--- src/rtl/core/fcc_pkg.sv ---
// Shared types, constants and the byte-wide CRC-32 update for the frame checker.
`timescale 1ns / 1ps

package fcc_pkg;

   // Frame parser phases
   typedef enum logic [1:0] {
      PH_PROTO   = 2'd0,
      PH_LEN     = 2'd1,
      PH_PAYLOAD = 2'd2,
      PH_CRC     = 2'd3
   } phase_type;

   // Result status codes
   localparam logic [1:0] ST_VALID     = 2'd0;
   localparam logic [1:0] ST_BAD_PROTO = 2'd1;
   localparam logic [1:0] ST_BAD_CRC   = 2'd2;
   localparam logic [1:0] ST_TOO_LONG  = 2'd3;

   localparam logic [7:0]  PROTO_A  = 8'hA1;
   localparam logic [7:0]  PROTO_B  = 8'h1A;
   localparam logic [31:0] CRC_POLY = 32'hEDB88320;
   localparam logic [31:0] CRC_INIT = 32'hFFFFFFFF;
   localparam int unsigned CRC_FIELD_BYTES = 4;
   localparam int unsigned CRC_CNT_W = 2;

   // One received word as it travels from the input register to the parser
   typedef struct packed {
      logic [7:0] data_byte;
      logic       restart;
   } item_type;

   // Reflected CRC-32 over one byte, LSB first
   function automatic logic [31:0] crc32_byte(input logic [31:0] crc, input logic [7:0] b);
      logic [31:0] c;
      c = crc ^ {24'd0, b};
      for (int k = 0; k < 8; k++) begin
         if (c[0]) begin
            c = CRC_POLY ^ (c >> 1);
         end else begin
            c = c >> 1;
         end
      end
      return c;
   endfunction

endpackage

--- src/rtl/core/fcc_parser.sv ---
// Frame parser: phase tracking, running CRC, length check and result register.
`timescale 1ns / 1ps

module fcc_parser #(
   parameter int unsigned LENGTH_BYTES = 4
) (
   input  logic              clock,
   input  logic              reset,
   input  logic [31:0]       max_len,
   input  logic              in_valid,
   output logic              in_ready,
   input  fcc_pkg::item_type in_item,
   output logic              out_valid,
   input  logic              out_ready,
   output logic [1:0]        out_status,
   output logic [31:0]       out_length,
   output logic [31:0]       out_crc
);

   localparam int unsigned HdrW = $clog2(LENGTH_BYTES + 1);

   fcc_pkg::phase_type   phase_ff, phase_in;
   logic [HdrW-1:0]      hdr_cnt_ff, hdr_cnt_in, hdr_cnt_inc;
   logic [31:0]          pay_cnt_ff, pay_cnt_in, pay_cnt_inc;
   logic [fcc_pkg::CRC_CNT_W-1:0] crc_cnt_ff, crc_cnt_in;
   logic [31:0]          len_ff, len_in, len_shift;
   logic [31:0]          crc_ff, crc_in, crc_upd;
   logic [31:0]          rx_crc_ff, rx_crc_in, rx_shift;
   logic                 good_ff, good_in;
   fcc_pkg::phase_type   phase_eff;
   logic [31:0]          crc_base;
   logic                 take;
   logic                 emit;
   logic [1:0]           st;
   logic [31:0]          res_len, res_crc;

   logic                 rsp_valid_ff;
   logic [1:0]           rsp_status_ff;
   logic [31:0]          rsp_len_ff, rsp_crc_ff;

   assign in_ready   = !rsp_valid_ff || out_ready;
   assign take       = in_valid && in_ready;
   assign out_valid  = rsp_valid_ff;
   assign out_status = rsp_status_ff;
   assign out_length = rsp_len_ff;
   assign out_crc    = rsp_crc_ff;

   assign phase_eff   = in_item.restart ? fcc_pkg::PH_PROTO : phase_ff;
   assign crc_base    = (phase_eff == fcc_pkg::PH_PROTO) ? fcc_pkg::CRC_INIT : crc_ff;
   assign crc_upd     = fcc_pkg::crc32_byte(crc_base, in_item.data_byte);
   assign len_shift   = {len_ff[23:0], in_item.data_byte};
   assign rx_shift    = {rx_crc_ff[23:0], in_item.data_byte};
   assign hdr_cnt_inc = hdr_cnt_ff + 1'b1;
   assign pay_cnt_inc = pay_cnt_ff + 32'd1;

   always_comb begin
      phase_in   = phase_ff;
      hdr_cnt_in = hdr_cnt_ff;
      pay_cnt_in = pay_cnt_ff;
      crc_cnt_in = crc_cnt_ff;
      len_in     = len_ff;
      crc_in     = crc_ff;
      rx_crc_in  = rx_crc_ff;
      good_in    = good_ff;
      emit       = 1'b0;
      st         = fcc_pkg::ST_VALID;
      res_len    = len_ff;
      res_crc    = crc_ff;
      case (phase_eff)
         fcc_pkg::PH_PROTO: begin
            good_in    = (in_item.data_byte == fcc_pkg::PROTO_A) ||
                         (in_item.data_byte == fcc_pkg::PROTO_B);
            crc_in     = crc_upd;
            len_in     = 32'd0;
            rx_crc_in  = 32'd0;
            hdr_cnt_in = '0;
            pay_cnt_in = 32'd0;
            crc_cnt_in = '0;
            phase_in   = fcc_pkg::PH_LEN;
         end
         fcc_pkg::PH_LEN: begin
            crc_in = crc_upd;
            len_in = len_shift;
            if (hdr_cnt_inc >= HdrW'(LENGTH_BYTES)) begin
               hdr_cnt_in = '0;
               if (len_shift > max_len) begin
                  emit      = 1'b1;
                  st        = fcc_pkg::ST_TOO_LONG;
                  res_len   = len_shift;
                  res_crc   = crc_upd;
                  phase_in  = fcc_pkg::PH_PROTO;
                  len_in    = 32'd0;
                  crc_in    = fcc_pkg::CRC_INIT;
                  rx_crc_in = 32'd0;
                  good_in   = 1'b0;
               end else if (len_shift == 32'd0) begin
                  phase_in = fcc_pkg::PH_CRC;
               end else begin
                  phase_in = fcc_pkg::PH_PAYLOAD;
               end
            end else begin
               hdr_cnt_in = hdr_cnt_inc;
            end
         end
         fcc_pkg::PH_PAYLOAD: begin
            crc_in = crc_upd;
            if (pay_cnt_inc >= len_ff) begin
               pay_cnt_in = 32'd0;
               phase_in   = fcc_pkg::PH_CRC;
            end else begin
               pay_cnt_in = pay_cnt_inc;
            end
         end
         fcc_pkg::PH_CRC: begin
            rx_crc_in = rx_shift;
            if (crc_cnt_ff == fcc_pkg::CRC_CNT_W'(fcc_pkg::CRC_FIELD_BYTES - 1)) begin
               emit = 1'b1;
               if (!good_ff) begin
                  st = fcc_pkg::ST_BAD_PROTO;
               end else if (rx_shift != crc_ff) begin
                  st = fcc_pkg::ST_BAD_CRC;
               end else begin
                  st = fcc_pkg::ST_VALID;
               end
               crc_cnt_in = '0;
               phase_in   = fcc_pkg::PH_PROTO;
               len_in     = 32'd0;
               crc_in     = fcc_pkg::CRC_INIT;
               rx_crc_in  = 32'd0;
               good_in    = 1'b0;
            end else begin
               crc_cnt_in = crc_cnt_ff + 1'b1;
            end
         end
         default: begin
            phase_in = fcc_pkg::PH_PROTO;
         end
      endcase
   end

   always_ff @(posedge clock) begin
      if (reset) begin
         phase_ff   <= fcc_pkg::PH_PROTO;
         hdr_cnt_ff <= '0;
         pay_cnt_ff <= 32'd0;
         crc_cnt_ff <= '0;
         len_ff     <= 32'd0;
         crc_ff     <= fcc_pkg::CRC_INIT;
         rx_crc_ff  <= 32'd0;
         good_ff    <= 1'b0;
      end else if (take) begin
         phase_ff   <= phase_in;
         hdr_cnt_ff <= hdr_cnt_in;
         pay_cnt_ff <= pay_cnt_in;
         crc_cnt_ff <= crc_cnt_in;
         len_ff     <= len_in;
         crc_ff     <= crc_in;
         rx_crc_ff  <= rx_crc_in;
         good_ff    <= good_in;
      end
   end

   always_ff @(posedge clock) begin
      if (reset) begin
         rsp_valid_ff <= 1'b0;
      end else if (take) begin
         rsp_valid_ff <= emit;
      end else if (out_ready) begin
         rsp_valid_ff <= 1'b0;
      end
   end

   always_ff @(posedge clock) begin
      if (take && emit) begin
         rsp_status_ff <= st;
         rsp_len_ff    <= res_len;
         rsp_crc_ff    <= res_crc;
      end
   end

endmodule

--- config.mk ---
export PLATFORM = sky130hd
export DESIGN_NAME = fcc_parser
export DESIGN_NICKNAME = d
export VERILOG_FILES = /design/src/rtl/core/fcc_pkg.sv /design/src/rtl/core/fcc_parser.sv
export SDC_FILE = /design/constraint.sdc
export NUM_CORES = 1
export LEC_CHECK = 0
export BUFFER_PORTS_ARGS = -buffer_cell sky130_fd_sc_hd__clkbuf_2
export CORE_MARGIN = 5
export CORE_UTILIZATION = 57
export DETAILED_ROUTE_END_ITERATION = 8
export HOLD_SLACK_MARGIN = 0.1
export PLACE_DENSITY = 0.77
export RECOVER_POWER = 100
export SLEW_MARGIN = 5
export SYNTH_ARGS = -nofsm -noshare
export SYNTH_HDL_FRONTEND = slang
export SYNTH_SLANG_ARGS = --single-unit
--- constraint.sdc ---
create_clock -name clock -period 12.6 [get_ports clock]
set_clock_uncertainty 0.15 [all_clocks]
set_input_delay 1.89 -clock clock [delete_from_list [all_inputs] [get_ports clock]]
set_output_delay 1.89 -clock clock [all_outputs]
set_load 0.005 [all_outputs]
# Yosys cells after proc, flatten, opt, wreduce, memory -nomap -nowiden
# Index checks and enable logic that the tools add are counted.
[classes] n_reduce_logical=21 n_addsub=3 muxes=56 n_eq_ne=11 n_bitwise=9 order_cmp=3
[ops] cell="2-to-1 mux 32 bit" count=22
[ops] cell="case mux 32 bit (3 select lines)" count=2
[ops] cell="inverter 13 -> 14 bit" count=8
[ops] cell="2-to-1 mux 24 bit" count=3
[ops] cell="case mux 24 bit (3 select lines)" count=1
[ops] cell="case mux 32 bit (2 select lines)" count=1
[ops] cell="adder 32 x 1 -> 32 bit, second input constant" count=1
[ops] cell="greater-or-equal comparator 32 bit" count=1
[ops] cell="> comparator 32 bit" count=1
[ops] cell="zero test 32 bit" count=1
[ops] cell="!= test 32 bit" count=1
[ops] cell="bitwise XOR 32 x 8 -> 32 bit" count=1
[ops] cell="2-to-1 mux 2 bit" count=11
[ops] cell="2-to-1 mux 1 bit" count=9
[ops] cell="equality test 8 x 5 -> 1 bit, second input constant" count=1
[ops] cell="equality test 8 bit, second input constant" count=1
[ops] cell="!= test 2 bit, second input constant" count=4
[ops] cell="case mux 2 bit (2 select lines)" count=2
[ops] cell="case mux 2 bit (4 select lines)" count=1
[ops] cell="AND reduction 2 bit" count=4
[ops] cell="AND reduction 4 bit" count=2
[ops] cell="nonzero test 2 bit" count=4
[ops] cell="equality test 2 bit, second input constant" count=3
[ops] cell="case mux 3 bit (2 select lines)" count=1
[ops] cell="other kinds (15)" count=17
[totals] wordCells=115 regBits=195 output_inout_bits=68 in_bits=45

# Logic depth before layout (Yosys ltp)
[logic_depth] word_depth=23 depth_mapped=16 ltp_nobuf=14

# Worst setup path before layout
# OpenSTA, ideal clock, no wires.
[synth_path] path_type="input to register" startpoint="input in_item[1] (netlist bit)" endpoint="register rsp_crc_ff[0] (netlist: out_crc[0]) (enable)" n_path_buf=2 arrival_ns=8.370 required_time_ns=11.861 setup_ns=0.589 path_stages=10 setup_slack_ns=3.492 path_cell_list="buf_2 -> inv_1 -> ha_1 -> nor2b_1 -> o211ai_1 -> a2111o_1 -> a31oi_1 -> o2111ai_2 -> buf_2 -> a211oi_1"
[synth_between] elab_chain_cells=5
[synth_lines] item="start, declared" line_no="fcc_parser.sv:12" text="input fcc_pkg::item_type in_item,"
[synth_lines] item="> comparator 32 bit" line_no="fcc_parser.sv:86" text="if (len_shift > max_len) begin"
[synth_lines] item="2-to-1 mux 1 bit" line_no="fcc_parser.sv:86"
[synth_lines] item="2-to-1 mux 1 bit" line_no="fcc_parser.sv:84" text="if (hdr_cnt_inc >= HdrW'(LENGTH_BYTES)) begin"
[synth_lines] item="case mux 1 bit (2 select lines)" line_no="fcc_parser.sv:69" text="case (phase_eff)"
[synth_lines] item="logical AND 1 bit" line_no="fcc_parser.sv:174" text="if (take && emit) begin"
[synth_lines] item="end signal, assigned" line_no="fcc_parser.sv:177" text="rsp_crc_ff <= res_crc;"
[synth_lines] item="end, declared" line_no="fcc_parser.sv:39" text="logic [31:0] rsp_len_ff, rsp_crc_ff;"
# No other way between the ends.
# A chain may end at the register's enable or synchronous reset.

# Worst setup path in the final report
[layout_path] startpoint="input in_item[6] (netlist bit)" endpoint="register rsp_len_ff[5] (netlist: out_length[5]) (enable)"
[layout_between] elab_chain_cells=5
[layout_lines] item="> comparator 32 bit" line_no="fcc_parser.sv:86"
[layout_lines] item="2-to-1 mux 1 bit" line_no="fcc_parser.sv:86"
[layout_lines] item="2-to-1 mux 1 bit" line_no="fcc_parser.sv:84"
[layout_lines] item="case mux 1 bit (2 select lines)" line_no="fcc_parser.sv:69"
[layout_lines] item="logical AND 1 bit" line_no="fcc_parser.sv:174"
[layout_lines] item="end signal, assigned" line_no="fcc_parser.sv:176" text="rsp_len_ff <= res_len;"
[layout_lines] item="end, declared" line_no="fcc_parser.sv:39"
# No other way between the ends.

==> reports/qor.yml <==
start_util_pct: 57.4
violations: "capacitance limit, slew limit"
wirelength_mm: 30.8
start_kind: "primary input"
viasPerCell: 6.12
synth_enable_flop_cells: 66
grt_overflow: 0
seq_area_frac_synth_pct: 39.6
p_leak_nw: 4.80
regArea_sq_mm: 0.00456
synth_common_cells: "nand2_1 (135), dfxtp_1 (129), a21oi_1 (106)"
synth_seq_cells: 195
status: "complete, but fails checks"
fin_setup_tns_ns: 0
fin_ws_ns: 4.50
hold_class: "reg -> reg"
ios: 113
crit_chain: "clkbuf_1, ha_1, a21oi_1, o21ai_0, a2bb2oi_1, a31oi_1, o2111ai_1, buf_4, a211oi_1, clkbuf_1"
grt_pass1_vias: 9096
routedWlPerCell_um: 19.0
synthCells: 1280
maxCapViolCount: 7
nFillCells: 1652
drc: 0
diodes: 0
drive_above_1_share_pct: 10.1
clockBufferDepth: 2
clkLatencyLatePin_ns: 0.44
path_delay_family: "compound AO/OA/AOI/OAI gates"
syn_area_sq_mm: 0.0115
synth_top_area_share_pct: 22.4
period_needed_ns: 8.10
die_w_um: 152
pre_cts_slack_ns: 6.62
hold_viol_final: 0
cts.repair.resized: 0
rows: 52
final-max-slew-violation-count: 275
rsz0062_at_grt: "false"
nets: 1457
synth.area.top_cells: "dfxtp_1 (22%), edfxtp_1 (17%), ha_1 (7.8%), xnor2_1 (7.5%), a21oi_1 (4.6%)"
cts_tree: "yes"
power.density_mw_per_mm2: 116
critPathBufInv: 3
first_iter_violations: 1239
max_slew_margin_pct: -104
yosysUniqueCellTypes: 73
cp.arrival_ns: 7.86
cp_max_fo: 77
postCtsSetupBuffers: 0
area_growth_pct: 9.56
vias: 9934
cts_max_level: 4
grtUsageTotal_pct: 25.8
period_share_pct: 64.2
multiInputGateArea_sq_mm: 0.00625
clk_pin_slew_ns: 0.07
setup_violations: 0
dieArea_sq_mm: 0.0232
clock_sinks: 195
antenna_left: 0
synth.most_common_cell: "nand2_1"
dr.pass1.iters: 6
irDropWorstVdd_mv: 0.0972
crit_top_cell: "clkbuf_1"
antenna_found_initial: 0
async_flop_share_pct: 0
max_freq_mhz: 124
ys.flop_type: "dfxtp_1"
yosysWarnings: 0
synthesis.nets: 1397
cp-end-kind: "flip-flop"
worst_slew_pin_slew_ns: 3.05
grt_pass1_wl_mm: 49.0
slowest_delay_ns: 2.35
dpl.hpwl_mm: 21.7
crit_required_ns: 12.36
yosys.area.top_type: "dfxtp_1"
cts_root_buf: "clkbuf_16"
die_h_um: 152
syn_avg_cell_area_sq_um: 9.01
critPathKind: "in -> reg"
placement.io_buffers: 112
routabilityCongestion: 0.941
cts_made_buffers: 17
cpMaxStageDelayCell: "o2111ai_1"
core_area_sq_mm: 0.0201
hold_buffers: 0
grt_max_degree: 78
==> sequential cells by signal, summed over array words and instances (netlist names) <==
signal / flops
crc_cnt_ff: 2
crc_ff: 32
good_ff: 1
hdr_cnt_ff: 3
len_ff: 32
out_crc: 32
out_length: 32
out_status: 2
out_valid: 1
pay_cnt_ff: 32
phase_ff: 2
rx_crc_ff: 24
==> layout by cell type, fill, tap and decap left out, types with 5 or more instances in the layout <==
cell and count:
nand3_1 40, nand2b_1 5, o21ai_0 76, and3_1 9, dfxtp_1 129, clkbuf_1 44
o311ai_0 24, clkbuf_16 17, edfxtp_1 66, nor3_1 15, nor4_1 18, a21oi_1 106
clkbuf_2 75, nand4_1 20, a22o_1 32, a31oi_1 12, nor2_1 63, a211o_1 7
ha_1 72, xor2_1 54, nor2b_1 5, o22a_1 23, inv_1 83, o32ai_1 10
buf_4 6, nand2_1 135, xnor2_1 99, or3_1 13
==> cell type report <==
type	instances	area share [%]
Sequential cell	195	36.1
Timing Repair Buffer	125	4.63
Clock inverter	15	1.30
Clock buffer	17	3.37
Multi-Input combinational cell	918	49.4
Inverter	83	2.47
Tap cell	270	2.67
==> power by group <==
group | switching [mW] | total [mW] | internal [mW]
clock network | 0.269 | 0.552 | 0.284
registers | 0.0338 | 0.699 | 0.665
logic | 0.125 | 0.218 | 0.0929
total | 0.428 | 1.47 | 1.04
==> worst min-delay path, cell delays in order (launching register included) <==
cell	delay (ns)
dfxtp_1	0.32
nand2_1	0.05
a21oi_1	0.05
==> metal layers <==
layer,GRT usage [%],up-vias,wire (um)
met5,0,-,0
met1,38.0,4688,13800
li1,-,4681,-
met3,5.37,53,2980
met2,38.2,512,13300
met4,7.49,0,682
==> stage by stage <==
step / total power, mW / hold slack [ns] / cells / utilization (%) / cell area, sq um
2_1_floorplan: 0.869 / 0.294 / 1280 / - / 11500
4_1_cts: 1.47 / 0.315 / 1623 / 63.5 / 12800
5_1_grt: 1.52 / 0.339 / 1623 / 62.8 / 12600
3_5_place_dp: 0.925 / 0.305 / 1591 / 60.5 / 12200
3_3_place_gp: 0.919 / 0.304 / 1591 / 60.5 / 12200
6_report: 1.47 / 0.314 / 1623 / 62.8 / 12600
==> logic make-up (layout without fill, tap and decap cells) <==
| logic type | count (synthesis) | count (layout) | synth area share (%) |
|---|---|---|---|
| buffers and inverters | 167 | 240 | 6.16 |
| flip-flops | 195 | 195 | 39.6 |
| AO/OA/AOI/OAI | 326 | 326 | 18.6 |
| adder cells (fa/ha/maj) | 72 | 72 | 7.81 |
| AND/OR/NAND/NOR | 355 | 355 | 14.8 |
| multiplexers | 8 | 8 | 0.781 |
| XOR/XNOR | 157 | 157 | 12.2 |
==> path summary, 6_finish.rpt <==
path | startpoint | endpoint | slack (ns) | cells past startpoint
worst max register to register | len_ff[17] | out_length[5] | 5.92 | 9
worst min-delay path | rx_crc_ff[21] | rx_crc_ff[21] | 0.31 | 2
worst max-delay path | in_item[6] | out_length[5] | 4.50 | 10
worst min register to register | rx_crc_ff[21] | rx_crc_ff[21] | 0.31 | 2
(Power assumes the default switching activity.)
